`src/rtl/core/ptf_pkg.sv`:
```
// Package for the pressure trend forecaster: field widths, trend codes,
// and the Zambretti threshold, letter and picture tables.
// No dependencies.
`timescale 1ns / 1ps

package ptf_pkg;

    localparam int PRESS_W  = 14;
    localparam int MONTH_W  = 4;
    localparam int TREND_W  = 2;
    localparam int LETTER_W = 7;
    localparam int IMAGE_W  = 4;

    // Twice the Zambretti numerator, signed.
    localparam int NUM_W    = 18;
    // Number of thresholds compared per item (largest table plus one).
    localparam int THR_N    = 14;
    localparam int IDX_W    = 4;
    localparam int OFS_W    = 5;

    localparam logic [TREND_W-1:0] TREND_FALL   = 2'd0;
    localparam logic [TREND_W-1:0] TREND_STEADY = 2'd1;
    localparam logic [TREND_W-1:0] TREND_RISE   = 2'd2;

    localparam logic [LETTER_W-1:0] LETTER_A    = 7'd65;
    localparam logic [LETTER_W-1:0] LETTER_NONE = 7'd48;
    localparam logic [IMAGE_W-1:0]  IMAGE_NONE  = 4'd9;

    // A change of one whole hPa, in tenths.
    localparam int TREND_STEP = 10;

    localparam int FALL_COUNT   = 9;
    localparam int STEADY_COUNT = 10;
    localparam int RISE_COUNT   = 13;

    // Twice the numerator constant of each formula.
    localparam int FALL_BASE_WINTER = 2 * 81 * 131;
    localparam int FALL_BASE_SUMMER = 2 * 81 * 132;
    localparam int STEADY_BASE      = 2 * 147 * 376;
    localparam int RISE_BASE_WINTER = 2 * 129 * 178;
    localparam int RISE_BASE_SUMMER = 2 * 129 * 177;

    localparam logic signed [NUM_W-1:0] THR_NEVER = {1'b0, {(NUM_W-1){1'b1}}};

    // Z >= first + i exactly when twice the numerator reaches
    // den * (2 * (first + i) - 1). Thresholds past the table never match.
    function automatic logic signed [NUM_W-1:0] threshold(
        input logic [TREND_W-1:0] trend,
        input int                 i
    );
        logic signed [NUM_W-1:0] thr;
        thr = THR_NEVER;
        unique case (trend)
            TREND_FALL:
            begin
                if (i <= FALL_COUNT)
                    thr = NUM_W'(81 * (2 * (1 + i) - 1));
            end
            TREND_STEADY:
            begin
                if (i <= STEADY_COUNT)
                    thr = NUM_W'(376 * (2 * (10 + i) - 1));
            end
            TREND_RISE:
            begin
                if (i <= RISE_COUNT)
                    thr = NUM_W'(129 * (2 * (20 + i) - 1));
            end
            default:
            begin
                thr = THR_NEVER;
            end
        endcase
        return thr;
    endfunction

    function automatic int table_count(input logic [TREND_W-1:0] trend);
        int n;
        unique case (trend)
            TREND_FALL:   n = FALL_COUNT;
            TREND_STEADY: n = STEADY_COUNT;
            TREND_RISE:   n = RISE_COUNT;
            default:      n = 0;
        endcase
        return n;
    endfunction

    // Letter as an offset from 'A'.
    function automatic logic [OFS_W-1:0] letter_offset(
        input logic [TREND_W-1:0] trend,
        input logic [IDX_W-1:0]   idx
    );
        logic [OFS_W-1:0] ofs;
        ofs = '0;
        unique case (trend)
            TREND_FALL:
            begin
                unique case (idx)
                    4'd0:    ofs = 5'd0;   // A
                    4'd1:    ofs = 5'd1;   // B
                    4'd2:    ofs = 5'd3;   // D
                    4'd3:    ofs = 5'd7;   // H
                    4'd4:    ofs = 5'd14;  // O
                    4'd5:    ofs = 5'd17;  // R
                    4'd6:    ofs = 5'd20;  // U
                    4'd7:    ofs = 5'd21;  // V
                    4'd8:    ofs = 5'd23;  // X
                    default: ofs = 5'd0;
                endcase
            end
            TREND_STEADY:
            begin
                unique case (idx)
                    4'd0:    ofs = 5'd0;   // A
                    4'd1:    ofs = 5'd1;   // B
                    4'd2:    ofs = 5'd4;   // E
                    4'd3:    ofs = 5'd10;  // K
                    4'd4:    ofs = 5'd13;  // N
                    4'd5:    ofs = 5'd15;  // P
                    4'd6:    ofs = 5'd18;  // S
                    4'd7:    ofs = 5'd22;  // W
                    4'd8:    ofs = 5'd23;  // X
                    4'd9:    ofs = 5'd25;  // Z
                    default: ofs = 5'd0;
                endcase
            end
            TREND_RISE:
            begin
                unique case (idx)
                    4'd0:    ofs = 5'd0;   // A
                    4'd1:    ofs = 5'd1;   // B
                    4'd2:    ofs = 5'd2;   // C
                    4'd3:    ofs = 5'd5;   // F
                    4'd4:    ofs = 5'd6;   // G
                    4'd5:    ofs = 5'd8;   // I
                    4'd6:    ofs = 5'd9;   // J
                    4'd7:    ofs = 5'd11;  // L
                    4'd8:    ofs = 5'd12;  // M
                    4'd9:    ofs = 5'd16;  // Q
                    4'd10:   ofs = 5'd19;  // T
                    4'd11:   ofs = 5'd24;  // Y
                    4'd12:   ofs = 5'd25;  // Z
                    default: ofs = 5'd0;
                endcase
            end
            default:
            begin
                ofs = 5'd0;
            end
        endcase
        return ofs;
    endfunction

    function automatic logic [IMAGE_W-1:0] image_of(
        input logic [OFS_W-1:0] ofs,
        input logic             winter
    );
        logic [IMAGE_W-1:0] img;
        unique case (ofs)
            5'd0, 5'd1:
                img = 4'd1;
            5'd3, 5'd7, 5'd14, 5'd4, 5'd10, 5'd13, 5'd6, 5'd8:
                img = winter ? 4'd3 : 4'd2;
            5'd17, 5'd20, 5'd21, 5'd23, 5'd18, 5'd22:
                img = winter ? 4'd6 : 4'd5;
            5'd25, 5'd24:
                img = 4'd7;
            5'd15, 5'd9, 5'd11, 5'd12, 5'd19:
                img = 4'd8;
            5'd2, 5'd5, 5'd16:
                img = 4'd4;
            default:
                img = IMAGE_NONE;
        endcase
        return img;
    endfunction

endpackage

```
`src/rtl/core/ptf_if.sv`:
```
// Valid/ready channel interfaces for the pressure trend forecaster:
// one for measurement words in, one for forecast words out.
// Depends on ptf_pkg for the field widths.
`timescale 1ns / 1ps

interface ptf_meas_if;
    logic                         valid;
    logic                         ready;
    logic [ptf_pkg::PRESS_W-1:0]  pressure_now;
    logic [ptf_pkg::PRESS_W-1:0]  history_oldest;
    logic [ptf_pkg::PRESS_W-1:0]  history_newest;
    logic [ptf_pkg::MONTH_W-1:0]  month;

    modport source (output valid, pressure_now, history_oldest, history_newest, month,
                    input ready);
    modport sink   (input valid, pressure_now, history_oldest, history_newest, month,
                    output ready);
endinterface

interface ptf_fcst_if;
    logic                          valid;
    logic                          ready;
    logic [ptf_pkg::TREND_W-1:0]   trend_code;
    logic [ptf_pkg::LETTER_W-1:0]  forecast_letter;
    logic [ptf_pkg::IMAGE_W-1:0]   image_number;

    modport source (output valid, trend_code, forecast_letter, image_number,
                    input ready);
    modport sink   (input valid, trend_code, forecast_letter, image_number,
                    output ready);
endinterface

```
`src/rtl/core/pressure_trend_forecaster_top.sv`:
```
// Top level of the pressure trend forecaster: a three-stage pipeline.
// Depends on ptf_pkg and the channel interfaces in ptf_if.sv.
`timescale 1ns / 1ps

// Takes one measurement word per cycle while the output side does not stall, and
// returns one forecast word for each. The three register stages hold the trend
// and scaled Zambretti numerator, then a bank of parallel threshold compares
// that rounds the number into a table index, then the letter and picture
// lookups in the output register. A stalled stage holds its word while empty
// stages upstream of it keep filling.
module pressure_trend_forecaster_top (
    input  logic        clk,
    input  logic        rst_n,
    ptf_meas_if.sink    meas,
    ptf_fcst_if.source  fcst
);

    // Stage enables: a stage loads when it is empty or its word moves on.
    logic en1;
    logic en2;
    logic en3;

    logic s1_valid_reg;
    logic s2_valid_reg;
    logic s3_valid_reg;

    // Stage 1 payload.
    logic [ptf_pkg::TREND_W-1:0]       s1_trend_reg;
    logic                              s1_winter_reg;
    logic                              s1_missing_reg;
    logic signed [ptf_pkg::NUM_W-1:0]  s1_num_reg;

    // Stage 2 payload.
    logic [ptf_pkg::TREND_W-1:0]       s2_trend_reg;
    logic                              s2_winter_reg;
    logic                              s2_missing_reg;
    logic                              s2_hit_reg;
    logic [ptf_pkg::IDX_W-1:0]         s2_idx_reg;

    // Stage 3 payload, which is the output.
    logic [ptf_pkg::TREND_W-1:0]       s3_trend_reg;
    logic [ptf_pkg::LETTER_W-1:0]      s3_letter_reg;
    logic [ptf_pkg::IMAGE_W-1:0]       s3_image_reg;

    // Stage 1 logic.
    logic signed [ptf_pkg::PRESS_W:0]  diff;
    logic                              winter;
    logic [ptf_pkg::TREND_W-1:0]       s1_trend_next;
    logic signed [ptf_pkg::NUM_W:0]    num_wide;
    logic signed [ptf_pkg::NUM_W:0]    press_ext;

    // Stage 2 logic.
    logic [ptf_pkg::THR_N-1:0]         ge;
    logic [ptf_pkg::IDX_W-1:0]         ones;
    logic [ptf_pkg::IDX_W-1:0]         count;
    logic                              s2_hit_next;

    // Stage 3 logic.
    logic [ptf_pkg::OFS_W-1:0]         ofs;

    assign en3 = !s3_valid_reg || fcst.ready;
    assign en2 = !s2_valid_reg || en3;
    assign en1 = !s1_valid_reg || en2;

    assign meas.ready = en1;

    // Trend, season and twice the Zambretti numerator.
    always_comb
    begin
        diff = $signed({1'b0, meas.history_newest}) - $signed({1'b0, meas.history_oldest});
        winter = (meas.month < ptf_pkg::MONTH_W'(4)) || (meas.month > ptf_pkg::MONTH_W'(9));
        press_ext = $signed({{(ptf_pkg::NUM_W + 1 - ptf_pkg::PRESS_W){1'b0}},
                             meas.pressure_now});
        if (diff >= (ptf_pkg::PRESS_W + 1)'(ptf_pkg::TREND_STEP))
            s1_trend_next = ptf_pkg::TREND_RISE;
        else if (diff <= -(ptf_pkg::PRESS_W + 1)'(ptf_pkg::TREND_STEP))
            s1_trend_next = ptf_pkg::TREND_FALL;
        else
            s1_trend_next = ptf_pkg::TREND_STEADY;

        unique case (s1_trend_next)
            ptf_pkg::TREND_FALL:
            begin
                num_wide = (winter ? (ptf_pkg::NUM_W + 1)'(ptf_pkg::FALL_BASE_WINTER)
                                   : (ptf_pkg::NUM_W + 1)'(ptf_pkg::FALL_BASE_SUMMER))
                           - (press_ext <<< 1);
            end
            ptf_pkg::TREND_RISE:
            begin
                num_wide = (winter ? (ptf_pkg::NUM_W + 1)'(ptf_pkg::RISE_BASE_WINTER)
                                   : (ptf_pkg::NUM_W + 1)'(ptf_pkg::RISE_BASE_SUMMER))
                           - (press_ext <<< 2);
            end
            default:
            begin
                num_wide = (ptf_pkg::NUM_W + 1)'(ptf_pkg::STEADY_BASE)
                           - (press_ext <<< 3) - (press_ext <<< 1);
            end
        endcase
    end

    // Rounding half away from zero: Z reaches first + i exactly when the
    // doubled numerator reaches den * (2 * (first + i) - 1). The hits form
    // a thermometer code whose population is the rounded number minus first, plus one.
    always_comb
    begin
        for (int i = 0; i < ptf_pkg::THR_N; i++)
        begin
            ge[i] = s1_num_reg >= ptf_pkg::threshold(s1_trend_reg, i);
        end
        ones = ptf_pkg::IDX_W'($countones(ge));
        count = ptf_pkg::IDX_W'(ptf_pkg::table_count(s1_trend_reg));
        s2_hit_next = (ones != '0) && (ones <= count);
    end

    assign ofs = ptf_pkg::letter_offset(s2_trend_reg, s2_idx_reg);

    always_ff @(posedge clk or negedge rst_n)
    begin
        if (!rst_n)
        begin
            s1_valid_reg <= 1'b0;
            s2_valid_reg <= 1'b0;
            s3_valid_reg <= 1'b0;
        end
        else
        begin
            if (en1)
                s1_valid_reg <= meas.valid;
            if (en2)
                s2_valid_reg <= s1_valid_reg;
            if (en3)
                s3_valid_reg <= s2_valid_reg;
        end
    end

    always_ff @(posedge clk)
    begin
        if (en1)
        begin
            s1_trend_reg   <= s1_trend_next;
            s1_winter_reg  <= winter;
            s1_missing_reg <= (meas.history_oldest == '0);
            s1_num_reg     <= ptf_pkg::NUM_W'(num_wide);
        end
        if (en2)
        begin
            s2_trend_reg   <= s1_trend_reg;
            s2_winter_reg  <= s1_winter_reg;
            s2_missing_reg <= s1_missing_reg;
            s2_hit_reg     <= s2_hit_next;
            s2_idx_reg     <= ones - ptf_pkg::IDX_W'(1);
        end
        if (en3)
        begin
            s3_trend_reg <= s2_trend_reg;
            if (s2_hit_reg)
                s3_letter_reg <= ptf_pkg::LETTER_A + ptf_pkg::LETTER_W'(ofs);
            else
                s3_letter_reg <= ptf_pkg::LETTER_NONE;
            if (s2_missing_reg || !s2_hit_reg)
                s3_image_reg <= ptf_pkg::IMAGE_NONE;
            else
                s3_image_reg <= ptf_pkg::image_of(ofs, s2_winter_reg);
        end
    end

    assign fcst.valid           = s3_valid_reg;
    assign fcst.trend_code      = s3_trend_reg;
    assign fcst.forecast_letter = s3_letter_reg;
    assign fcst.image_number    = s3_image_reg;

    a_accept_fills_s1: assert property (@(posedge clk) disable iff (!rst_n)
        meas.valid && meas.ready |=> s1_valid_reg)
        else $error("accepted word did not enter the first stage");

    a_no_letter_no_image: assert property (@(posedge clk) disable iff (!rst_n)
        fcst.valid && fcst.forecast_letter == ptf_pkg::LETTER_NONE
        |-> fcst.image_number == ptf_pkg::IMAGE_NONE)
        else $error("out-of-table forecast carries a picture");

    a_image_range: assert property (@(posedge clk) disable iff (!rst_n)
        fcst.valid |-> fcst.image_number >= 4'd1 && fcst.image_number <= ptf_pkg::IMAGE_NONE)
        else $error("picture index out of range");

    a_trend_code: assert property (@(posedge clk) disable iff (!rst_n)
        fcst.valid |-> fcst.trend_code == ptf_pkg::TREND_FALL
                    || fcst.trend_code == ptf_pkg::TREND_STEADY
                    || fcst.trend_code == ptf_pkg::TREND_RISE)
        else $error("invalid trend code");

    a_s2_held_on_stall: assert property (@(posedge clk) disable iff (!rst_n)
        s2_valid_reg && !en2 |=> s2_valid_reg && $stable(s2_idx_reg) && $stable(s2_hit_reg))
        else $error("middle stage lost its word during a stall");

endmodule

```
`src/flat_wrapper.sv`:
```
// flat-port wrapper written by rule: the top's interface ports become plain ports
module pressure_trend_forecaster_top_flat 
  (clk, rst_n, meas_valid, meas_pressure_now, meas_history_oldest, meas_history_newest, meas_month, meas_ready, fcst_valid, fcst_trend_code, fcst_forecast_letter, fcst_image_number, fcst_ready);
  ptf_meas_if meas_i ();
  ptf_fcst_if fcst_i ();
  input  logic clk;
  input  logic rst_n;
  input wire logic [$bits(meas_i.valid)-1:0] meas_valid;
  input wire logic [$bits(meas_i.pressure_now)-1:0] meas_pressure_now;
  input wire logic [$bits(meas_i.history_oldest)-1:0] meas_history_oldest;
  input wire logic [$bits(meas_i.history_newest)-1:0] meas_history_newest;
  input wire logic [$bits(meas_i.month)-1:0] meas_month;
  output wire logic [$bits(meas_i.ready)-1:0] meas_ready;
  output wire logic [$bits(fcst_i.valid)-1:0] fcst_valid;
  output wire logic [$bits(fcst_i.trend_code)-1:0] fcst_trend_code;
  output wire logic [$bits(fcst_i.forecast_letter)-1:0] fcst_forecast_letter;
  output wire logic [$bits(fcst_i.image_number)-1:0] fcst_image_number;
  input wire logic [$bits(fcst_i.ready)-1:0] fcst_ready;
  assign meas_i.valid = meas_valid;
  assign meas_i.pressure_now = meas_pressure_now;
  assign meas_i.history_oldest = meas_history_oldest;
  assign meas_i.history_newest = meas_history_newest;
  assign meas_i.month = meas_month;
  assign meas_ready = meas_i.ready;
  assign fcst_valid = fcst_i.valid;
  assign fcst_trend_code = fcst_i.trend_code;
  assign fcst_forecast_letter = fcst_i.forecast_letter;
  assign fcst_image_number = fcst_i.image_number;
  assign fcst_i.ready = fcst_ready;
  pressure_trend_forecaster_top u_core (.clk(clk), .rst_n(rst_n), .meas(meas_i), .fcst(fcst_i));
endmodule
```
`config.mk`:
```
export PLATFORM = sky130hd
export DESIGN_NAME = pressure_trend_forecaster_top_flat
export DESIGN_NICKNAME = d
export VERILOG_FILES = /design/src/rtl/core/ptf_pkg.sv /design/src/rtl/core/ptf_if.sv /design/src/rtl/core/pressure_trend_forecaster_top.sv /design/src/flat_wrapper.sv
export SDC_FILE = /design/constraint.sdc
export NUM_CORES = 1
export LEC_CHECK = 0
export BUFFER_PORTS_ARGS = -buffer_cell sky130_fd_sc_hd__buf_2
export CELL_PAD_IN_SITES_DETAIL_PLACEMENT = 0
export CELL_PAD_IN_SITES_GLOBAL_PLACEMENT = 2
export CORE_MARGIN = 5
export CORE_UTILIZATION = 38
export CTS_BUF_LIST = sky130_fd_sc_hd__clkbuf_4 sky130_fd_sc_hd__clkbuf_8
export CTS_CLUSTER_SIZE = 40
export DETAILED_ROUTE_END_ITERATION = 8
export GPL_ROUTABILITY_DRIVEN = 0
export PLACE_DENSITY_LB_ADDON = 0.1
export SLEW_MARGIN = 20
export SYNTH_ARGS = -nofsm -noshare
export SYNTH_HDL_FRONTEND = slang
export SYNTH_SLANG_ARGS = --single-unit
```
`constraint.sdc`:
```
create_clock -name clk -period 8.7 [get_ports clk]
set_input_delay 0.435 -clock clk [delete_from_list [all_inputs] [get_ports clk]]
set_output_delay 0.435 -clock clk [all_outputs]
set_load 0.02 [all_outputs]
```
**Yosys cells after proc, flatten, opt, wreduce, memory -nomap -nowiden**

Memories as Yosys holds them, arrays and structs flattened. A register that Yosys moved wholly into a read port is not among the register bits.
Index checks and enable logic that the tools add are counted.

- Div/mod/pow operators: 0
- Bitwise gates (word level): 0
- Multiply operators: 0
- Reduce and logical (&&, ||, !) cells: 22
- Shift operators: 0
- Order comparisons: 19
- Multiplexer cells: 27
- $add $sub $neg: 20
- Eq/ne operators: 30

Operators with widths:

| kind | count |
|---|---|
| 17-bit one-hot mux with 3 select lines | 10 |
| 18-bit greater-or-equal comparator | 14 |
| 17-bit two-way mux | 3 |
| 5-bit equality test (second input constant) | 10 |
| 5-bit by 4-bit equality test with 1-bit output (second input constant) | 8 |
| 18-bit one-hot mux with 2 select lines | 1 |
| 18-bit by 16-bit subtractor with 18-bit output | 2 |
| 17-bit one-hot mux with 2 select lines | 1 |
| 4-bit adder | 6 |
| 4-bit one-hot mux with 6 select lines | 1 |
| 5-bit by 3-bit equality test with 1-bit output (second input constant) | 4 |
| 9-bit two-way mux | 2 |
| 17-bit by 17-bit subtractor with 18-bit output (first input constant) | 1 |
| 18-bit by 17-bit subtractor with 18-bit output | 1 |
| 15-bit by 5-bit greater-or-equal comparator with 1-bit output (second input constant) | 1 |
| 15-bit by 5-bit <= comparator with 1-bit output (second input constant) | 1 |
| 5-bit one-hot mux with 3 select lines | 1 |
| 14-bit by 14-bit subtractor with 15-bit output | 1 |
| 1-bit by 1-bit adder with 2-bit output | 7 |
| 14-bit logical NOT | 1 |
| 4-bit two-way mux | 3 |
| 4-bit one-hot mux with 3 select lines | 1 |
| 5-bit by 2-bit equality test with 1-bit output (second input constant) | 2 |
| 8-bit OR reduction | 1 |
| other kinds (20) | 35 |

- Output and inout port bits: 15
- Bits in read-only memories: 240
- Input port bits: 50
- Bits in registers: 47
- Bits in latches: 0
- Bits in writable memories: 0
- Memories kept: 3

Memories:

| memory | words | width | rd ports | clocked after Yosys merged registers in | write ports | RTL line | text |
|---|---|---|---|---|---|---|---|
| (no name shown) | 16 | 5 | 1 | 1 | 0 | ptf_pkg.sv:98 | `unique case (idx)` |
| (no name shown) | 16 | 5 | 1 | 1 | 0 | ptf_pkg.sv:113 | `unique case (idx)` |
| (no name shown) | 16 | 5 | 1 | 1 | 0 | ptf_pkg.sv:129 | `unique case (idx)` |

**Depth between registers and ports, before layout**

Gate-level depths: netlist (run 1).

- Word-level depth: 9
- Depth in mapped cells: 30
- Mapped depth without buffers: 30

**Worst setup path after synthesis (run 1)**

OpenSTA, ideal clock, no wires.

- Path kind: reg2reg
- From: register u_core.s1_trend_reg[0] (netlist bit)
- To: register with a tool-made name
- Setup time: 0.088 ns
- Clock period less this slack: 6.329 ns
- Arrival: 6.241 ns
- Cell stages (with the launch flop): 27
- Required time: 8.612 ns
- Slack: 2.371 ns
- Path through: edfxtp_1 > inv_1 > ha_1 > ha_1 > a21o_1 > a21oi_1 > o21bai_1 > a21oi_1 > or3_1 > a221oi_1 > a311o_1 > a21oi_1 > o22ai_1 > ha_1 > fa_1 > inv_1 > fa_1 > inv_1 > fa_1 > ha_1 > fa_1 > inv_1 > and3_1 > xnor2_1 > mux2_2 > clkbuf_1 > o31ai_1

RTL lines:

| element | RTL line | text |
|---|---|---|
| from (decl) | pressure_trend_forecaster_top.sv:28 | `logic [ptf_pkg::TREND_W-1:0] s1_trend_reg;` |
| from (signal assigned) | pressure_trend_forecaster_top.sv:141 | `s1_trend_reg <= s1_trend_next;` |

==> results of run 1 <==
## metal layers
layer	up-vias	global-route usage	wire length, um
li1	3703	-	-
met5	-	0	0
met1	3314	0.250	10700
met3	21	0.0183	536
met2	115	0.301	9920
met4	0	0.0413	270
## synth_stat cells, types with 17 or more instances
cell type | count | area, um^2
xor2_1 | 20 | 175
nor2_1 | 69 | 259
ha_1 | 119 | 1490
edfxtp_1 | 43 | 1290
nand2_1 | 65 | 244
nand2b_1 | 27 | 169
nor3_1 | 17 | 85.1
a31oi_1 | 17 | 106
nor2b_1 | 17 | 106
nand3_1 | 21 | 105
o21ai_0 | 59 | 295
clkbuf_1 | 30 | 113
xnor2_1 | 32 | 280
inv_1 | 91 | 342
a21oi_1 | 65 | 325
## cell type report
type / instances / area [um^2]
tap: 275 / 344
timing repair buffer: 71 / 378
clock inverter: 7 / 104
multi-input combinational: 790 / 5880
fill: 2235 / 12100
sequential: 61 / 1670
clock buffer: 9 / 124
inverter: 92 / 345
## cell usage in the layout, fill, tap and decap left out, types with 21 or more instances in the layout
master,n
a21oi_1,65
buf_2,63
edfxtp_1,43
ha_1,119
inv_1,91
nand2_1,65
nand2b_1,27
nand3_1,21
nor2_1,68
o21ai_0,59
xnor2_1,32
## stage by stage
stage / utilization / hold WS (ns) / area (um^2) / setup slack (ns)
after detailed placement: 0.410 / 0.237 / 8600 / 1.31
final: 0.422 / 0.272 / 8840 / 1.32
after CTS: 0.422 / 0.257 / 8840 / 1.28
after global placement: 0.410 / 0.235 / 8600 / 1.31
after floorplan: - / 0.139 / 8050 / 2.37
after global routing: 0.422 / 0.263 / 8840 / 0.963
## kinds of logic (layout without fill, tap and decap cells)
family	after synthesis	in the layout	share of synthesized area
AOI/OAI and AO/OA	302	302	0.254
buffers and inverters	129	179	0.0635
and+or+nand+nor	286	286	0.180
adders and majority gates	131	131	0.215
muxes	19	19	0.0244
DFF	61	61	0.207
xor gates and xnor gates	52	52	0.0565
## worst max-delay path, stage by stage, from the launching register on
cell and delay, ns:
edfxtp_1 0.47, inv_1 0.35, ha_1 0.51, ha_1 0.39
a21o_1 0.19, a21oi_1 0.26, o21bai_1 0.12, a21oi_1 0.21
or3_1 0.14, a221oi_1 0.07, a311o_1 0.34, a21oi_1 0.18
o22ai_1 0.11, ha_1 0.26, fa_1 0.53, inv_1 0.05
fa_1 0.54, inv_1 0.06, fa_1 0.48, ha_1 0.22
fa_1 0.56, inv_1 0.07, and3_1 0.15, xnor2_1 0.14
mux2_2 0.40, and2_1 0.20, nand2_1 0.13, o21ai_0 0.11
## timing repair
item                      in CTS  in global routing
setup buffers                  0                  0
hold endpoints to repair       3                  0
hold buffers                   1                  0
## worst max-delay path by stage
stage	from	to	slack, ns	cells after the start
after floorplan	u_core.s1_trend_reg[0]$_DFFE_PP_	flop	2.37	26
after global placement	u_core.s1_trend_reg[0]$_DFFE_PP_	flop	1.31	27
after detailed placement	u_core.s1_trend_reg[0]$_DFFE_PP_	flop	1.31	27
after CTS	u_core.s1_trend_reg[0]$_DFFE_PP_	flop	1.28	27
after global routing	u_core.s1_trend_reg[0]$_DFFE_PP_	flop	0.96	27
final	u_core.s1_trend_reg[0]$_DFFE_PP_	flop	1.32	27
==> flow_summary_export.csv, run 1 <==
group,metric,value,unit
clock_tree,clkLatencyLatePin,0.35,ns
layout,finalNonFillerCells,1305,
hold_path,whs_path_depth,2,
routing,drt-total-wl,21400,um
logic_synthesis,ys_warn_count,0,
hold_path,worstHoldPathType,"primary input to flop",
critical_path,worstRegToRegCells,27,
critical_path,crit_path_end_kind,"flop",
logic_synthesis,netlist_area,0.00805,mm^2
timing,fin_setup_tns,0,ns
critical_path,ff2ff_setup_slack,1.32,ns
routing,drt_iter0_drc,369,
timing,finalCritPeriodShare,0.848,
global_routing,first_global_vias,6985,
routing,num_vias,7153,
logic_synthesis,async_flop_share,0.0492,
clock_tree,post_cts_resized,0,
hold_path,worstHoldStart,"meas_valid",
run_status,status,"complete, no violations",
timing,hold_viol,0,
layout,drive_above_1_share,0.109,
global_routing,track_usage,0.179,
global_routing,grt_remaining_overflow,0,
floorplanning,start_util,0.384,
clock_tree,cts.reportedPaths.clkPinSlew,0.08,ns
critical_path,r2r_start,"u_core.s1_trend_reg[0]$_DFFE_PP_",
routing,via_per_inst,5.48,
routing,postRouteAntennaNets,0,
hold_path,hold_end,"u_core.s1_valid_reg$_DFFE_PN0P_",
logic_synthesis,avgSynthCellArea,8.22,um^2
routing,wl_per_cell,16.4,um
clock_tree,clock_path_buffers,2,
clock_tree,cts.sinks,61,
layout,synthToLayoutAreaGrowth,9.76,%
timing,maxSlewHeadroom,0.485,
logic_synthesis,syn_nets,1161,
floorplanning,die_h,156,um
timing,timing.fmax,136,MHz
timing,worst_pin_slew,0.772,ns
global_routing,grt_max_degree,24,
critical_path,path_max_fanout,15,
placement,dp_hpwl,17000,um
routing,dr.pass1.iters,7,
logic_synthesis,synthCells,980,
clock_tree,cts_tree,"built",
timing,skew,0.0148,ns
critical_path,crit_type,"flop to flop",
clock_tree,htree_num_levels,3,
timing,finalSetupViolations,0,
floorplanning,die-area,0.0242,mm^2
layout,antenna_cells,0,
floorplanning,rows,53,
clock_tree,cts-root-buf,"clkbuf_8",
layout,fin_nets,1206,
logic_synthesis,ys_types,82,
logic_synthesis,ys_seq_elements,61,
logic_synthesis,ys_seq_area_frac,0.207,
logic_synthesis,synth-edff-count,43,
timing,drv_slew,0,
placement,port_buffers,63,
flow_run,cap_violations,0,
critical_path,critPathLaunchType,"flop",
floorplanning,core,0.0210,mm^2
floorplanning,ioPinCount,65,
critical_path,cp_data_arrival_time,7.60,ns
timing,min_period,7.38,ns
placement,place_inst,1288,
clock_tree,numCtsBuffers,9,
global_routing,grt_pass1_wl,35600,um
routing,drcViolationCount,0,
logic_synthesis,synthFlopType,"edfxtp_1",
floorplanning,chipWidth,156,um
critical_path,required,8.92,ns
global_routing,antenna_found_initial,0,
timing,rsz0062_at_grt,"no",
Power of run 1 is not shown: default switching activity piles up to over one toggle a cycle in this logic, so the estimate is an artifact.
==> run 2: changes to the inputs <==
--- a/config.mk
+++ b/config.mk
@@ -5,11 +5,12 @@
 export SDC_FILE = /design/constraint.sdc
 export NUM_CORES = 1
 export LEC_CHECK = 0
+export ABC_AREA = 1
 export BUFFER_PORTS_ARGS = -buffer_cell sky130_fd_sc_hd__buf_2
 export CELL_PAD_IN_SITES_DETAIL_PLACEMENT = 0
 export CELL_PAD_IN_SITES_GLOBAL_PLACEMENT = 2
 export CORE_MARGIN = 5
-export CORE_UTILIZATION = 38
+export CORE_UTILIZATION = 35
 export CTS_BUF_LIST = sky130_fd_sc_hd__clkbuf_4 sky130_fd_sc_hd__clkbuf_8
 export CTS_CLUSTER_SIZE = 40
 export DETAILED_ROUTE_END_ITERATION = 8
==> constraint.sdc (replaced) <==
create_clock -name clk -period 7.12 [get_ports clk]
set_input_delay 0.356 -clock clk [delete_from_list [all_inputs] [get_ports clk]]
set_output_delay 0.356 -clock clk [all_outputs]
set_load 0.02 [all_outputs]
==> run 2 against run 1 <==
Compared with the run above:
- area after synthesis rose by 9.2%
- sequential cell count unchanged
- cell count up 33%
- sequential share of layout area shrank 1.6 points
- largest cell class unchanged
==> flow_summary_export.csv, run 2 <==
group,metric,value,unit
run_status,status,"complete, no violations",
critical_path,path_max_fanout,6,
clock_tree,clkLatencyLatePin,0.35,ns
floorplanning,rows,58,
layout,fin_util,0.388,
clock_tree,clock_path_buffers,2,
logic_synthesis,avgSynthCellArea,6.61,um^2
routing,highest_layer,"met4",
critical_path,path_common_cell,"inv_1",
floorplanning,core,0.0250,mm^2
logic_synthesis,ys_top_cells_by_area,"ha_1, edfxtp_1, nand2_1, inv_1, nand3_1",
floorplanning,die_h,168,um
timing,maxSlewHeadroom,0.557,
logic_synthesis,ys_warn_count,0,
global_routing,first_global_vias,8422,
floorplanning,die-area,0.0284,mm^2
critical_path,path_delay_family,"adder cells",
floorplanning,ioPinCount,65,
floorplanning,chipWidth,168,um
clock_tree,postCtsSetupBuffers,0,
timing,fin_ws,0.736,ns
routing,postRouteAntennaNets,0,
logic_synthesis,synthCells,1331,
flow_run,cap_violations,0,
placement,port_buffers,63,
logic_synthesis,yosysMostFrequentCell,"nand2_1",
logic_synthesis,ys_types,62,
routing,drt_iter0_drc,439,
timing,finalSetupViolations,0,
routing,wl_met1,11900,um
clock_tree,cts_tree,"built",
power_and_ir_drop,total_leakage_power,0.00515,uW
routing,met2_length,11600,um
timing,fin_setup_tns,0,ns
critical_path,crit_path_end_kind,"flop",
routing,via_per_inst,4.86,
routing,dr_wl_met3,779,um
clock_tree,htree_num_levels,3,
layout,regArea,0.00167,mm^2
critical_path,cp_data_arrival_time,6.61,ns
global_routing,grt_remaining_overflow,0,
clock_tree,cts.sinks,61,
critical_path,slowest_delay,0.54,ns
routing,dr.pass1.iters,5,
timing,worst_pin_slew,0.663,ns
logic_synthesis,synthFlopType,"edfxtp_1",
logic_synthesis,synth-edff-count,43,
layout,mostFrequentLayoutCell,"nand2_1",
clock_tree,cts.reportedPaths.clkPinSlew,0.09,ns
timing,drv_slew,0,
layout,drive_above_1_share,0.0878,
critical_path,critPathBufInv,7,
timing,rsz0062_at_grt,"no",
critical_path,crit_type,"flop to flop",
placement,dp_hpwl,20900,um
layout,fin_nets,1577,
hold_path,worstHoldPathType,"primary input to flop",
critical_path,slowest_stage,"fa_1",
layout,multi_input_area,0.00605,mm^2
critical_path,critPathLaunchType,"flop",
critical_path,required,7.35,ns
timing,skew,0.0192,ns
power_and_ir_drop,p_total,5400,uW
placement,dpl_worst_slack,0.726,ns
timing,finalCritPeriodShare,0.897,
routing,num_vias,8405,
power_and_ir_drop,p_per_area,558,mW/mm^2
floorplanning,start_util,0.352,
logic_synthesis,async_flop_share,0.0492,
global_routing,antenna_found_initial,0,
layout,layout_common_cells,"nand2_1, inv_1, nand3_1",
routing,drt-total-wl,24700,um
layout,antenna_cells,0,
logic_synthesis,synth_common_cells,"nand2_1, inv_1, nand3_1, ha_1, nor2_1",
logic_synthesis,netlist_area,0.00879,mm^2
timing,hold_viol,0,
logic_synthesis,syn_nets,1512,
routing,drcViolationCount,0,
power_and_ir_drop,ir_drop,0.510,mV
logic_synthesis,synth_top_area_frac,0.169,
timing,timing.fmax,157,MHz
routing,wl_per_cell,14.3,um
logic_synthesis,yosysTopAreaCell,"ha_1",
global_routing,grt_max_degree,24,
clock_tree,cts-root-buf,"clkbuf_8",
global_routing,track_usage,0.176,
logic_synthesis,ys_seq_elements,61,
layout,fillers,2773,
timing,whs,0.180,ns
layout,synthToLayoutAreaGrowth,10.2,%
logic_synthesis,ys_seq_area_frac,0.190,
clock_tree,numCtsBuffers,9,
global_routing,grt_pass1_wl,41400,um
timing,min_period,6.38,ns
[run 2: changes by cell type after synthesis, moves of 9 or more]
cell      before  now
a31oi_1       17    8
inv_1         91  239
nor2b_1       17    0
o21a_1        13    2
nand3_1       21  120
xor2_1        20   36
nand2_1       65  322
o21ai_1       13    3
nor2_1        69  101
nand2b_1      27    0
nand4_1       12   25
xnor2_1       32   15
clkbuf_1      30   12
mux2i_1       14    0
[run 2: area by class of cell]
type | instances | share of cell area
Tap cell | 330 | 0.0426
Clock inverter | 6 | 0.00711
Multi-Input combinational cell | 1001 | 0.625
Clock buffer | 10 | 0.0136
Timing Repair Buffer | 76 | 0.0429
Inverter | 247 | 0.0971
Sequential cell | 61 | 0.172
[run 2: kinds of logic after synthesis]
logic type,count (synthesis),share of synthesized area
and+or+nand+nor,631,0.316
buffers and inverters,269,0.122
AOI/OAI and AO/OA,188,0.124
adders and majority gates,131,0.197
DFF,61,0.190
xor gates and xnor gates,51,0.0508
[run 2: where the power goes]
group / internal [uW] / total [uW] / switching [uW]
clock: 169 / 323 / 154
sequential: 701 / 806 / 105
combinational: 1630 / 4280 / 2650
total: 2500 / 5400 / 2910
[run 2: worst register-to-register path: cells and delay by family, from the launching register on]
| kind | cells | cell delay (ns) |
|---|---|---|
| flops | 1 | 0.48 |
| fa+ha+maj | 8 | 3.06 |
| xor+xnor | 1 | 0.18 |
| simple gates | 7 | 0.78 |
| buf+inv | 7 | 0.61 |
| compound gates | 8 | 1.15 |
[run 2: worst paths after layout]
check,end,startpoint,cells after the start,slack (ns)
max,flop,u_core.s1_trend_reg[0]$_DFFE_PP_,31,0.74
min,u_core.s1_valid_reg$_DFFE_PN0P_,meas_valid,3,0.18
max reg2reg,flop,u_core.s1_trend_reg[0]$_DFFE_PP_,31,0.74
min reg2reg,u_core.s2_winter_reg$_DFFE_PN_,u_core.s1_winter_reg$_DFFE_PP_,0,0.45
max in group asynchronous,u_core.fcst.valid$_DFFE_PN0P_,rst_n,2,6.71
min in group asynchronous,u_core.s1_valid_reg$_DFFE_PN0P_,rst_n,2,0.31
[run 2: stage by stage]
step	instance area, um^2	std cells
2_1_floorplan	8790	1331
3_3_place_gp	9480	1714
3_5_place_dp	9480	1714
4_1_cts	9690	1731
5_1_grt	9690	1731
6_report	9690	1731
[run 2: routing by layer]
layer,global-route usage,vias up
li1,-,4486
met4,0.0462,0
met1,0.233,3760
met2,0.304,132
met5,0,-
met3,0.0227,27
[run 2: timing repair]
| item | 4_1_cts | 5_1_grt |
|---|---|---|
| hold buffers | 1 | 0 |
| endpoints found under the hold margin | 3 | 0 |
| resized for setup | 0 | 0 |
No activity file was read; power rests on OpenSTA's default activity.
